### config.mk
export PLATFORM = sky130hd
export DESIGN_NAME = uart_16550_register_bank_top
export DESIGN_NICKNAME = d
export VERILOG_FILES = /design/src/rtl/core/urb_pkg.sv /design/src/rtl/core/uart_16550_register_bank_top.sv /design/src/rtl/core/urb_rx_fifo.sv /design/src/rtl/core/urb_core.sv
export SDC_FILE = /design/constraint.sdc
export NUM_CORES = 1
export LEC_CHECK = 0
export ABC_CLOCK_PERIOD_IN_PS = 3680
export BUFFER_PORTS_ARGS = -buffer_cell sky130_fd_sc_hd__buf_2
export CAP_MARGIN = 15
export CELL_PAD_IN_SITES_DETAIL_PLACEMENT = 1
export CELL_PAD_IN_SITES_GLOBAL_PLACEMENT = 1
export CORE_AREA = 8 8 196 198
export DETAILED_ROUTE_END_ITERATION = 16
export DIE_AREA = 0 0 204 206
export GPL_TIMING_DRIVEN = 0
export PLACE_DENSITY_LB_ADDON = 0.08
export SKIP_CTS_REPAIR_TIMING = 1
export SKIP_LAST_GASP = 1
export SYNTH_ARGS = -nofsm -noshare
export SYNTH_HDL_FRONTEND = slang
export SYNTH_HIERARCHICAL = 1
export SYNTH_SLANG_ARGS = --single-unit
export TNS_END_PERCENT = 50
### constraint.sdc
create_clock -name clock -period 3.68 [get_ports clock]
set_input_delay 0 -clock clock [delete_from_list [all_inputs] [get_ports clock]]
set_output_delay 0 -clock clock [all_outputs]
set_load 0.01 [all_outputs]
### src/rtl/core/urb_pkg.sv
`default_nettype none
package urb_pkg;

   // receive fifo geometry
   localparam int FIFO_DEPTH = 16;
   localparam int PTR_W      = $clog2(FIFO_DEPTH);
   localparam int CNT_W      = $clog2(FIFO_DEPTH + 1);

   // beat field widths
   localparam int OP_W       = 2;
   localparam int IDX_W      = 4;
   localparam int WDATA_W    = 12;
   localparam int BYTE_W     = 8;
   localparam int RDATA_W    = 12;
   localparam int RX_FREE_W  = 5;

   localparam int REQ_TDATA_W = 24;
   localparam int RSP_TDATA_W = 32;
   localparam int RSP_FILL_W  = RSP_TDATA_W - (RDATA_W + 1 + BYTE_W + 1 + RX_FREE_W);

   // operation codes
   localparam logic [OP_W-1:0] OP_READ  = 2'd0;
   localparam logic [OP_W-1:0] OP_WRITE = 2'd1;
   localparam logic [OP_W-1:0] OP_RX    = 2'd2;

   // register word indexes
   localparam logic [IDX_W-1:0] REG_RBR  = 4'd0;
   localparam logic [IDX_W-1:0] REG_IER  = 4'd1;
   localparam logic [IDX_W-1:0] REG_IIR  = 4'd2;
   localparam logic [IDX_W-1:0] REG_LCR  = 4'd3;
   localparam logic [IDX_W-1:0] REG_MCR  = 4'd4;
   localparam logic [IDX_W-1:0] REG_LSR  = 4'd5;
   localparam logic [IDX_W-1:0] REG_MSR  = 4'd6;
   localparam logic [IDX_W-1:0] REG_SPR  = 4'd7;
   localparam logic [IDX_W-1:0] REG_ISR  = 4'd8;
   localparam logic [IDX_W-1:0] REG_UMR  = 4'd9;
   localparam logic [IDX_W-1:0] REG_UACR = 4'd10;

   // interrupt identification codes (low nibble)
   localparam logic [3:0] IIR_NONE  = 4'h1;
   localparam logic [3:0] IIR_LINE  = 4'h6;
   localparam logic [3:0] IIR_RDA   = 4'h4;
   localparam logic [3:0] IIR_TOUT  = 4'hc;
   localparam logic [3:0] IIR_THRE  = 4'h2;
   localparam logic [3:0] IIR_MODEM = 4'h0;

   // register masks
   localparam logic [7:0] IER_MASK = 8'h1f;
   localparam logic [7:0] FCR_MASK = 8'hd9;
   localparam logic [7:0] MCR_MASK = 8'h92;
   localparam logic [7:0] ISR_MASK = 8'h1f;
   localparam logic [7:0] UMR_MASK = 8'h3f;
   localparam logic [7:0] EMPTY_READ = 8'hff;

   // rx trigger levels
   localparam logic [CNT_W-1:0] TRIG_1  = CNT_W'(1);
   localparam logic [CNT_W-1:0] TRIG_4  = CNT_W'(4);
   localparam logic [CNT_W-1:0] TRIG_8  = CNT_W'(8);
   localparam logic [CNT_W-1:0] TRIG_15 = CNT_W'(15);

   typedef struct packed {
      logic [OP_W-1:0]    op;
      logic [IDX_W-1:0]   reg_index;
      logic [WDATA_W-1:0] write_data;
      logic [BYTE_W-1:0]  rx_byte;
   } req_item_type;

   typedef struct packed {
      logic [RDATA_W-1:0]   read_data;
      logic                 tx_valid;
      logic [BYTE_W-1:0]    tx_byte;
      logic                 irq_out;
      logic [RX_FREE_W-1:0] rx_free;
   } rsp_item_type;

   typedef struct packed {
      logic              push;
      logic              pop;
      logic              flush;
      logic [BYTE_W-1:0] wdata;
   } fifo_ctrl_type;

   // prioritized interrupt identification
   function automatic logic [7:0] iir_code(
      input logic [7:0]       fcr,
      input logic [4:0]       ier,
      input logic             line_err,
      input logic [CNT_W-1:0] count,
      input logic             thr_flag,
      input logic             msr_delta
   );
      logic [7:0]       fb;
      logic [CNT_W-1:0] trig;
      logic [3:0]       code;
      fb = fcr[0] ? 8'hc0 : 8'h00;
      if (!fcr[0]) begin
         trig = TRIG_1;
      end else begin
         unique case (fcr[7:6])
            2'd0:    trig = TRIG_1;
            2'd1:    trig = TRIG_4;
            2'd2:    trig = TRIG_8;
            default: trig = TRIG_15;
         endcase
      end
      priority if (!fcr[4]) begin
         code = IIR_NONE;
      end else if (ier[2] && line_err) begin
         code = IIR_LINE;
      end else if (ier[0] && (count >= trig)) begin
         code = IIR_RDA;
      end else if (ier[4] && (count != '0)) begin
         code = IIR_TOUT;
      end else if (thr_flag && ier[1]) begin
         code = IIR_THRE;
      end else if (ier[3] && msr_delta) begin
         code = IIR_MODEM;
      end else begin
         code = IIR_NONE;
      end
      return fb | {4'h0, code};
   endfunction

endpackage
`default_nettype wire

### src/rtl/core/uart_16550_register_bank_top.sv
// channel   dir  beat fields (lowest bit up)
// req       in   tuser: op | tdata: reg_index, write_data, rx_byte
// rsp       out  tdata: read_data, tx_valid, tx_byte, irq_out, rx_free
//
// one beat per cycle sustained while rsp_tready is high; a beat is registered in
// the input register, is applied to the register bank on its way into the
// result register, and the result register drives rsp
// reset is synchronous and clears both stage valid bits and all control registers
// a stalled result holds the input stage; req_tready means it is empty or advancing
`default_nettype none
module uart_16550_register_bank_top (
   input  wire logic                              clock,
   input  wire logic                              reset,
   input  wire logic                              req_tvalid,
   output logic                                   req_tready,
   input  wire logic [urb_pkg::OP_W-1:0]          req_tuser,  // op
   input  wire logic [urb_pkg::REQ_TDATA_W-1:0]   req_tdata,  // reg_index, write_data, rx_byte
   output logic                                   rsp_tvalid,
   input  wire logic                              rsp_tready,
   // read_data, tx_valid, tx_byte, irq_out, rx_free, zero fill
   output logic [urb_pkg::RSP_TDATA_W-1:0]        rsp_tdata
);

   // input stage
   logic                    in_valid_ff, in_valid_in;
   urb_pkg::req_item_type   in_item_ff;
   // result stage
   logic                    out_valid_ff, out_valid_in;
   urb_pkg::rsp_item_type   out_item_ff;

   logic                    accept;
   logic                    advance;
   urb_pkg::req_item_type   req_item;
   urb_pkg::rsp_item_type   rsp_item;
   urb_pkg::fifo_ctrl_type  fifo_ctrl;
   logic [urb_pkg::CNT_W-1:0]  fifo_count;
   logic [urb_pkg::BYTE_W-1:0] fifo_head_data;

   // unpack the request beat
   assign req_item.op         = req_tuser;
   assign req_item.reg_index  = req_tdata[3:0];
   assign req_item.write_data = req_tdata[15:4];
   assign req_item.rx_byte    = req_tdata[23:16];

   // the held beat moves on when the result register is free or draining
   assign advance    = in_valid_ff && (!out_valid_ff || rsp_tready);
   assign req_tready = !in_valid_ff || advance;
   assign accept     = req_tvalid && req_tready;

   always_comb begin
      in_valid_in = in_valid_ff;
      if (accept) begin
         in_valid_in = 1'b1;
      end else if (advance) begin
         in_valid_in = 1'b0;
      end
      out_valid_in = out_valid_ff;
      if (advance) begin
         out_valid_in = 1'b1;
      end else if (rsp_tready) begin
         out_valid_in = 1'b0;
      end
   end

   always_ff @(posedge clock) begin
      if (reset) begin
         in_valid_ff  <= 1'b0;
         out_valid_ff <= 1'b0;
      end else begin
         in_valid_ff  <= in_valid_in;
         out_valid_ff <= out_valid_in;
      end
   end

   always_ff @(posedge clock) begin
      if (accept) begin
         in_item_ff <= req_item;
      end
      if (advance) begin
         out_item_ff <= rsp_item;
      end
   end

   // register bank state and next-state decode
   urb_core u_core (
      .clock          (clock),
      .reset          (reset),
      .step           (advance),
      .item           (in_item_ff),
      .fifo_count     (fifo_count),
      .fifo_head_data (fifo_head_data),
      .fifo_ctrl      (fifo_ctrl),
      .rsp            (rsp_item)
   );

   // receive fifo storage and pointers
   urb_rx_fifo u_rx_fifo (
      .clock     (clock),
      .reset     (reset),
      .ctrl      (fifo_ctrl),
      .count     (fifo_count),
      .head_data (fifo_head_data)
   );

   assign rsp_tvalid = out_valid_ff;
   assign rsp_tdata  = {urb_pkg::RSP_FILL_W'(0), out_item_ff.rx_free, out_item_ff.irq_out,
                        out_item_ff.tx_byte, out_item_ff.tx_valid, out_item_ff.read_data};

endmodule
`default_nettype wire

### src/rtl/core/urb_rx_fifo.sv
`default_nettype none
module urb_rx_fifo (
   input  wire logic                         clock,
   input  wire logic                         reset,
   input  wire urb_pkg::fifo_ctrl_type       ctrl,
   output logic [urb_pkg::CNT_W-1:0]         count,
   output logic [urb_pkg::BYTE_W-1:0]        head_data
);

   logic [urb_pkg::BYTE_W-1:0] store_ff [urb_pkg::FIFO_DEPTH];
   logic [urb_pkg::PTR_W-1:0]  head_ff, head_in;
   logic [urb_pkg::CNT_W-1:0]  count_ff, count_in;
   logic [urb_pkg::CNT_W:0]    wr_sum;
   logic [urb_pkg::PTR_W-1:0]  wr_addr;

   // tail slot, wrapped around the depth
   always_comb begin
      wr_sum = {1'b0, count_ff} + (urb_pkg::CNT_W + 1)'(head_ff);
      if (wr_sum >= (urb_pkg::CNT_W + 1)'(urb_pkg::FIFO_DEPTH)) begin
         wr_addr = urb_pkg::PTR_W'(wr_sum - (urb_pkg::CNT_W + 1)'(urb_pkg::FIFO_DEPTH));
      end else begin
         wr_addr = urb_pkg::PTR_W'(wr_sum);
      end
   end

   always_comb begin
      head_in  = head_ff;
      count_in = count_ff;
      priority if (ctrl.flush) begin
         head_in  = '0;
         count_in = '0;
      end else if (ctrl.push) begin
         count_in = count_ff + 1'b1;
      end else if (ctrl.pop) begin
         head_in  = (head_ff == urb_pkg::PTR_W'(urb_pkg::FIFO_DEPTH - 1)) ? '0 : head_ff + 1'b1;
         count_in = count_ff - 1'b1;
      end else begin
         head_in  = head_ff;
      end
   end

   always_ff @(posedge clock) begin
      if (reset) begin
         head_ff  <= '0;
         count_ff <= '0;
      end else begin
         head_ff  <= head_in;
         count_ff <= count_in;
      end
   end

   always_ff @(posedge clock) begin
      if (ctrl.push && !ctrl.flush) begin
         store_ff[wr_addr] <= ctrl.wdata;
      end
   end

   assign count     = count_ff;
   assign head_data = store_ff[head_ff];

endmodule
`default_nettype wire

### src/rtl/core/urb_core.sv
`default_nettype none
module urb_core (
   input  wire logic                         clock,
   input  wire logic                         reset,
   input  wire logic                         step,
   input  wire urb_pkg::req_item_type        item,
   input  wire logic [urb_pkg::CNT_W-1:0]    fifo_count,
   input  wire logic [urb_pkg::BYTE_W-1:0]   fifo_head_data,
   output urb_pkg::fifo_ctrl_type            fifo_ctrl,
   output urb_pkg::rsp_item_type             rsp
);

   logic [4:0]  ier_ff, ier_in;
   logic [7:0]  fcr_ff, fcr_in;
   logic [7:0]  lcr_ff, lcr_in;
   logic [7:0]  mcr_ff, mcr_in;
   logic        cts_ff, cts_in;
   logic        delta_ff, delta_in;
   logic [7:0]  spr_ff, spr_in;
   logic [4:0]  isr_ff, isr_in;
   logic [5:0]  umr_ff, umr_in;
   logic [11:0] uacr_ff, uacr_in;
   logic [7:0]  dll_ff, dll_in;
   logic [7:0]  dlh_ff, dlh_in;
   logic        over_ff, over_in;
   logic        fifoe_ff, fifoe_in;
   logic        thr_ff, thr_in;

   logic                          dlab;
   logic [7:0]                    wbyte;
   logic [7:0]                    iir_now;
   logic [7:0]                    iir_next;
   logic                          cts_new;
   logic                          push, push_ok, pop, flush;
   logic [urb_pkg::BYTE_W-1:0]    push_data;
   logic [urb_pkg::RDATA_W-1:0]   rd;
   logic                          txv;
   logic [urb_pkg::BYTE_W-1:0]    txb;
   logic [urb_pkg::CNT_W-1:0]     count_next;
   logic                          not_empty;

   assign dlab      = lcr_ff[7];
   assign wbyte     = item.write_data[7:0];
   assign not_empty = (fifo_count != '0);
   assign iir_now   = urb_pkg::iir_code(fcr_ff, ier_ff, over_ff | fifoe_ff, fifo_count,
                                        thr_ff, delta_ff);

   always_comb begin
      ier_in    = ier_ff;
      fcr_in    = fcr_ff;
      lcr_in    = lcr_ff;
      mcr_in    = mcr_ff;
      cts_in    = cts_ff;
      delta_in  = delta_ff;
      spr_in    = spr_ff;
      isr_in    = isr_ff;
      umr_in    = umr_ff;
      uacr_in   = uacr_ff;
      dll_in    = dll_ff;
      dlh_in    = dlh_ff;
      over_in   = over_ff;
      fifoe_in  = fifoe_ff;
      thr_in    = thr_ff;
      push      = 1'b0;
      pop       = 1'b0;
      flush     = 1'b0;
      push_data = item.rx_byte;
      rd        = '0;
      txv       = 1'b0;
      txb       = '0;
      cts_new   = 1'b0;

      unique case (item.op)
         urb_pkg::OP_READ: begin
            unique case (item.reg_index)
               urb_pkg::REG_RBR: begin
                  if (dlab) begin
                     rd = 12'(dll_ff);
                  end else if (not_empty) begin
                     rd  = 12'(fifo_head_data);
                     pop = 1'b1;
                  end else begin
                     rd = 12'(urb_pkg::EMPTY_READ);
                  end
               end
               urb_pkg::REG_IER: rd = dlab ? 12'(dlh_ff) : 12'(ier_ff);
               urb_pkg::REG_IIR: begin
                  rd = 12'(iir_now);
                  // reading the thre code drops the latched interrupt
                  if (iir_now[3:0] == urb_pkg::IIR_THRE) begin
                     thr_in = 1'b0;
                  end
               end
               urb_pkg::REG_LCR: rd = 12'(lcr_ff);
               urb_pkg::REG_MCR: rd = 12'(mcr_ff);
               urb_pkg::REG_LSR: begin
                  rd       = 12'({fifoe_ff, 2'b11, 3'b000, over_ff, not_empty});
                  over_in  = 1'b0;
                  fifoe_in = 1'b0;
               end
               urb_pkg::REG_MSR: begin
                  cts_new  = (mcr_ff == urb_pkg::MCR_MASK);
                  rd       = 12'({3'b000, cts_new, 3'b000, delta_ff | (cts_new != cts_ff)});
                  cts_in   = cts_new;
                  delta_in = 1'b0;
               end
               urb_pkg::REG_SPR:  rd = 12'(spr_ff);
               urb_pkg::REG_ISR:  rd = 12'(isr_ff);
               urb_pkg::REG_UMR:  rd = 12'(umr_ff);
               urb_pkg::REG_UACR: rd = uacr_ff;
               default:           rd = '0;
            endcase
         end
         urb_pkg::OP_WRITE: begin
            unique case (item.reg_index)
               urb_pkg::REG_RBR: begin
                  if (dlab) begin
                     dll_in = wbyte;
                  end else begin
                     // cleared by the write, then latched again if enabled
                     thr_in = fcr_ff[4] & ier_ff[1];
                     if (mcr_ff[4]) begin
                        push      = 1'b1;
                        push_data = wbyte;
                     end else begin
                        txv = 1'b1;
                        txb = wbyte;
                     end
                  end
               end
               urb_pkg::REG_IER: begin
                  if (dlab) begin
                     dlh_in = wbyte;
                  end else begin
                     ier_in = 5'(wbyte & urb_pkg::IER_MASK);
                     if (!wbyte[1]) begin
                        thr_in = 1'b0;
                     end else if (!ier_ff[1] && fcr_ff[4]) begin
                        thr_in = 1'b1;
                     end
                  end
               end
               urb_pkg::REG_IIR: begin
                  if (wbyte[1]) begin
                     flush    = 1'b1;
                     over_in  = 1'b0;
                     fifoe_in = 1'b0;
                  end
                  if (wbyte[2]) begin
                     thr_in = 1'b0;
                  end
                  fcr_in = wbyte & urb_pkg::FCR_MASK;
                  if (!wbyte[4]) begin
                     thr_in = 1'b0;
                  end else if (ier_ff[1]) begin
                     thr_in = 1'b1;
                  end
               end
               urb_pkg::REG_LCR: lcr_in = wbyte;
               urb_pkg::REG_MCR: begin
                  mcr_in  = wbyte & urb_pkg::MCR_MASK;
                  cts_new = ((wbyte & urb_pkg::MCR_MASK) == urb_pkg::MCR_MASK);
                  cts_in  = cts_new;
                  if (cts_new != cts_ff) begin
                     delta_in = 1'b1;
                  end
               end
               urb_pkg::REG_SPR:  spr_in  = wbyte;
               urb_pkg::REG_ISR:  isr_in  = 5'(wbyte & urb_pkg::ISR_MASK);
               urb_pkg::REG_UMR:  umr_in  = 6'(wbyte & urb_pkg::UMR_MASK);
               urb_pkg::REG_UACR: uacr_in = item.write_data;
               default: ;
            endcase
         end
         urb_pkg::OP_RX: push = 1'b1;
         default: ;
      endcase

      // a full fifo drops the byte and flags overrun
      push_ok = push && (fifo_count != urb_pkg::CNT_W'(urb_pkg::FIFO_DEPTH));
      if (push && !push_ok) begin
         over_in = 1'b1;
      end
      // fifo error summary is sticky once overrun is seen in fifo mode
      fifoe_in = fifoe_in | (fcr_in[0] & over_in);

      priority if (flush) begin
         count_next = '0;
      end else if (push_ok) begin
         count_next = fifo_count + 1'b1;
      end else if (pop) begin
         count_next = fifo_count - 1'b1;
      end else begin
         count_next = fifo_count;
      end
   end

   assign iir_next = urb_pkg::iir_code(fcr_in, ier_in, over_in | fifoe_in, count_next,
                                       thr_in, delta_in);

   assign fifo_ctrl.push  = step & push_ok;
   assign fifo_ctrl.pop   = step & pop;
   assign fifo_ctrl.flush = step & flush;
   assign fifo_ctrl.wdata = push_data;

   assign rsp.read_data = rd;
   assign rsp.tx_valid  = txv;
   assign rsp.tx_byte   = txb;
   assign rsp.irq_out   = ~iir_next[0];
   assign rsp.rx_free   = urb_pkg::RX_FREE_W'(urb_pkg::CNT_W'(urb_pkg::FIFO_DEPTH) - count_next);

   always_ff @(posedge clock) begin
      if (reset) begin
         ier_ff   <= '0;
         fcr_ff   <= '0;
         lcr_ff   <= '0;
         mcr_ff   <= '0;
         cts_ff   <= 1'b0;
         delta_ff <= 1'b0;
         spr_ff   <= '0;
         isr_ff   <= '0;
         umr_ff   <= '0;
         uacr_ff  <= '0;
         dll_ff   <= '0;
         dlh_ff   <= '0;
         over_ff  <= 1'b0;
         fifoe_ff <= 1'b0;
         thr_ff   <= 1'b0;
      end else if (step) begin
         ier_ff   <= ier_in;
         fcr_ff   <= fcr_in;
         lcr_ff   <= lcr_in;
         mcr_ff   <= mcr_in;
         cts_ff   <= cts_in;
         delta_ff <= delta_in;
         spr_ff   <= spr_in;
         isr_ff   <= isr_in;
         umr_ff   <= umr_in;
         uacr_ff  <= uacr_in;
         dll_ff   <= dll_in;
         dlh_ff   <= dlh_in;
         over_ff  <= over_in;
         fifoe_ff <= fifoe_in;
         thr_ff   <= thr_in;
      end
   end

endmodule
`default_nettype wire

# Word level (Yosys, flattened, before mapping)
# Memories as Yosys holds them, arrays and structs flattened. A register that Yosys moved wholly into a read port is not among the register bits.
# Index checks and enable logic that the tools add are counted.
# totals
ff_bits	137
ramBits	128
input_bits	30
output_inout_bits	34
elab_cells	210
mem_count	1
# classes
addsub	6
n_lt_le_gt_ge	3
n_eq_ne	25
mux	84
n_bitwise	15
n_reduce_logical	47
# memory_table
name	words	width	read_ports	rd_clocked_by_memory_dff	wr	line	text
u_rx_fifo.store_ff	16	8	1	1	1	urb_rx_fifo.sv:10	logic [urb_pkg::BYTE_W-1:0] store_ff [urb_pkg::FIFO_DEPTH];
# op_table
operator	count
$pmux W12 S11	1
$mux W8	9
$mux W1	45
$mux W5	9
$mux W4	10
$pmux W4 S3	2
$reduce_and A3 Y1	7
$eq A4 B3 Y1 const B	4
$eq A4 B4 Y1 const B	4
$logic_and A1 B1 Y1	16
$eq A4 B2 Y1 const B	3
$mux W12	1
$pmux W1 S2	6
$reduce_and A4 Y1	3
$reduce_bool A5 Y1	2
$or A8 B4 Y8	1
$reduce_bool A2 Y1	4
$add A5 B4 Y6	1
$eq A2 B1 Y1 const B	3
$eq A2 B2 Y1 const B	3
$eq A3 B3 Y1 const B	2
$ge A6 B5 Y1 const B	1
$logic_not A2 Y1	3
$add A5 B1 Y5 const B	1
23 further kinds	39

# Longest topological paths before layout
# depth
depth_word	21
mapped_depth	16
ltp_nobuf	15

# Hierarchy
# Netlist, hierarchy kept.
# by_module_without_submodules
mod	instances	cells_per_inst	area_each_um2	seq_area_each_um2
urb_rx_fifo	1	302	5694.2	4103.9
urb_core	1	587	4777.1	1441.4
uart_16550_register_bank_top	1	69	1736.7	1631.6

# Worst setup path after synthesis
# No wires, ideal clock.
# synth_timing
path_type	register -> register
from	register u_rx_fifo.count_ff, in the netlist u_rx_fifo/count[0]
to	memory u_rx_fifo/store_ff[8][0] (netlist bit) (enable)
setup_time_ns	0.370
arrival_ns	3.007
required_ns	3.310
slack_ns	0.303
stages_incl_launch_ff	11
path_buffers	1
synth_period_minus_slack_ns	3.377
cell_sequence	dfxtp_1 -> inv_1 -> ha_1 -> and4bb_2 -> nand2b_1 -> or2_1 -> buf_2 -> nor2_1 -> or3b_2 -> or3_1 -> nor2_1
# synth_rtl
element	line	text
start, declared	urb_rx_fifo.sv:12	logic [urb_pkg::CNT_W-1:0] count_ff, count_in;
start signal, assigned	urb_rx_fifo.sv:48	count_ff <= count_in;
end, declared	urb_rx_fifo.sv:10	

==> key figures <==
Floorplanning
  – I/O Pins: 64
  – Site Rows: 69
  – Full die area: 0.0420 mm²
  – Core Area: around 0.035 mm²
  – Die Span X: 204 µm
  – Initial core utilization: between 30% and 40%
  – Die height: 206 µm

Synth
  – Post-synth cell types: 83
  – Seq cells post-synth: around 270
  – Number of flops mapped to enable cells by yosys: roughly 180
  – Combinational family with the most area after synthesis: simple AND/OR/NAND/NOR gates
  – Yosys warning count: 6
  – Post-synthesis adder-cell area fraction: around 3.0%
  – Synth Area in Compound Gates: approximately 8%
  – Post-synthesis mux area share: about an eighth
  – Sequential share of the synthesized area: around 59%
  – Cells after Synth: 958
  – Synth Area in XOR/XNOR: less than 1%
  – Synth Area per Inst: ~13 µm²
  – Top_reg_cell synth: edfxtp_1
  – Synth async-reset ratio: 0%
  – Synth Area in Simple Gates: a little over an eighth
  – Cell area after synthesis: 0.0122 mm²

Route
  – WL met3: 1420 µm
  – Total Wirelength: ~36000 µm
  – Met2 WL: 17800 µm
  – DR vias: about 8200
  – Avg WL per Cell: 23.1 µm
  – Vias per std cell: 5.20
  – Max layer used: met4
  – DRT met1 WL: between 15000 and 20000 µm
  – DRC: 0
  – Routed Antenna Nets: 0
  – Pre-Repair DR Iteration Count: 5
  – First DRT Iteration DRCs: 318

Setup path
  – Setup crit end kind: register
  – Worst Setup Start Kind: register
  – Crit Path Class: register to register
  – Critical path buffers and inverters: 2
  – Worst path top cell family by delay: compound AO/OA/AOI/OAI gates
  – CP Data Arrival Time: 3940 ps
  – Critical path required time: roughly 4000 ps
  – Crit path max fanout: 10
  – Critical R2R Launch: in_item_ff[23]
  – Worst Setup SP: in_item_ff[23]
  – CP max-delay cell: edfxtp_1
  – CP cell instances: buf_2, nor4b_4, buf_4, nand2_1, mux2_2, ha_1, nand2b_1, ha_1, nand2b_1, a21o_1, a21o_1, a21oi_1, a211o_1, o211ai_1
  – Crit path largest cell delay: roughly 440 ps

Global route
  – Vias in the first global route: 8432
  – Largest net degree at the start of global routing: 29
  – Initial antenna violation count: 0
  – Overall global routing resource usage: 17.1%
  – Gr ovfl total: 0
  – First-pass GRT wire length: ~54000 µm

Cells and area
  – Synthesis-to-layout area growth: 19.8%
  – Most frequent cells in the layout: edfxtp_1, nor2_1, dfxtp_1, nand2_1, buf_2
  – FILL cells: between 3000 and 4000
  – Post-layout util: between 40% and 50%
  – Layout Nets: ~1200
  – Most common cell after layout, fill and taps aside: edfxtp_1
  – ANT cells: 0
  – Share of cells above drive strength 1: 18.6%

Power and ir drop
  – Pleak: between 5 and 6 nW
  – Clk pwr share: between 40 and 50%
  – P_int: a little over 5 mW
  – Power share of the combinational group: approximately 5.5%
  – Sw power: about 1.5 mW
  – Peak VDD IR: 0.000387 V
  – Register share of total power: 49.4%
  – Power density cells: roughly 460 mW/mm²
  – Net Sw Frac: between 20% and 30%

Clock tree
  – CTS Sinks: roughly 270
  – Clock latency on the worst-skew pair: ~580 ps
  – Clock Tree Root: clkbuf_16
  – CTS Buffer Depth: 3
  – # H-tree levels: 1
  – CTS tree: done
  – CTS clk-pin slew, worst paths: approximately 60 ps
  – Total CTS buffers: 31

Timing
  – Measured slew at the worst slew-check pin: between 1000 and 1500 ps
  – # setup viols final: 0
  – Clock Skew: just over 8 ps
  – Final hold slack: ~8.9 ps
  – Hold Vio Cnt, Final: 0
  – Max Freq: approximately 280 MHz
  – Fin crit share: between 90 and 100%
  – Crit path time final: roughly 3600 ps
  – Worst rel slew slack: between 4 and 5%
  – Max-slew violation count: 0
  – Unrepaired setup endpoints after global routing: yes

Worst hold path
  – Type of the worst min-delay path: primary input to register
  – Hold_sp: req_tvalid

Place
  – Detailed placement HPWL: 25500 µm
  – Final Wtd Congestion: just over 0.8
  – Port Buffer Count: 58

Run status
  – Status: finished, final reports clean

Flow run
  – Max Cap Viol: 0
==> layout make-up <==
| type | count | area [µm²] | area share [%] |
|---|---|---|---|
| Buffer | 64 | 327 | 2.23 |
| Clock buffer | 46 | 862 | 5.89 |
| Clock inverter | 12 | 130 | 0.890 |
| Inverter | 18 | 67.6 | 0.462 |
| Multi-Input combinational cell | 612 | 4760 | 32.5 |
| Sequential cell | 268 | 7180 | 49.1 |
| Tap cell | 461 | 577 | 3.94 |
| Timing Repair Buffer | 97 | 731 | 4.99 |
==> stage by stage <==
stage	worst slack, ps	instances	TNS, ps	total power, mW	area (µm²)
2_1_floorplan	303	962	0	3.54	12200
3_3_place_gp	-620	1481	-53690	3.70	13100
3_5_place_dp	-569	1481	-48070	3.70	13100
4_1_cts	-603	1539	-50740	6.73	14100
5_1_grt	-182	1578	-302	6.90	14600
6_report	55.4	1578	0	6.66	14600
==> logic make-up (layout without fill, tap and decap cells) <==
logic type / Yosys count / after routing
buffers and inverters: 82 / 237
AND/OR/NAND/NOR: 314 / 314
multiplexers: 110 / 110
adder cells (fa/ha/maj): 28 / 28
XOR/XNOR: 12 / 12
AO/OA/AOI/OAI: 143 / 143
other: 1 / 5
flip-flops: 268 / 268
==> state kept, by name, indices dropped and copies added, names as in the netlist, 3 cells and up, named ones only <==
register,count
in_item_ff,26
rsp_tdata,27
u_core/dlh_ff,8
u_core/dll_ff,8
u_core/fcr_ff,4
u_core/ier_ff,5
u_core/isr_ff,5
u_core/lcr_ff,8
u_core/mcr_ff,3
u_core/spr_ff,8
u_core/uacr_ff,12
u_core/umr_ff,6
u_rx_fifo/count,5
u_rx_fifo/head_ff,4
u_rx_fifo/store_ff,128
==> routing by layer <==
layer	GRT usage [%]	vias up
li1	-	3854
met1	22.0	4128
met2	29.5	155
met3	2.46	69
met4	5.48	0
met5	0	-
==> worst register-to-register path: stages, from the launching register on <==
cell      delay (ps)
edfxtp_1         440
buf_2            250
nor4b_4          230
buf_4            200
nand2_1          170
mux2_2           370
ha_1             270
nand2b_1         160
ha_1             270
nand2b_1         140
a21o_1           170
a21o_1           180
a21oi_1          240
a211o_1          180
o211ai_1          90
==> synthesized netlist by cell type, types with 4 or more instances <==
cell | instances | area share (%)
mux2_2 | 14 | 1.3
nand2_1 | 76 | 2.3
a221oi_1 | 5 | 0.36
xnor2_1 | 7 | 0.50
mux4_1 | 16 | 3.4
edfxtp_1 | 181 | 45
dfxtp_1 | 87 | 14
o22ai_1 | 5 | 0.26
mux4_2 | 16 | 3.0
and3_1 | 6 | 0.31
buf_2 | 15 | 0.61
a21oi_1 | 41 | 1.7
buf_4 | 7 | 0.43
a22oi_1 | 18 | 1.1
clkbuf_1 | 32 | 0.98
a211oi_1 | 6 | 0.37
nor2_1 | 102 | 3.1
o21ai_0 | 16 | 0.66
inv_1 | 17 | 0.52
or3_1 | 10 | 0.51
nand2b_1 | 9 | 0.46
a31oi_1 | 6 | 0.31
o211ai_1 | 9 | 0.55
nor3b_1 | 4 | 0.25
mux2i_1 | 64 | 5.2
xor2_1 | 5 | 0.36
a21o_1 | 4 | 0.25
buf_1 | 4 | 0.12
nand3_1 | 28 | 1.1
nor3_2 | 4 | 0.33
nor3_1 | 16 | 0.66
nand4_1 | 5 | 0.26
ha_1 | 26 | 2.7
nor2b_1 | 14 | 0.72
and2_1 | 15 | 0.77
==> final timing paths <==
| path | end | slack (ps) | depth (start not counted) |
|---|---|---|---|
| worst max-delay path | rsp_tdata[21] | 60 | 14 |
| worst max register to register | rsp_tdata[21] | 60 | 14 |
| worst min register to register | u_core/uacr_ff[11] | 450 | 2 |
| worst min-delay path | in_item_ff[9] | 9 | 2 |
==> power groups by stage <==
stage	clock [mW]	sequential (mW)	combinational, mW
after floorplan	0	3.35	0.194
after global placement	0	3.36	0.340
after detailed placement	0	3.36	0.341
after CTS	3.09	3.29	0.343
after global routing	3.20	3.30	0.403
final	3.00	3.29	0.369
(Power assumes the default switching activity.)
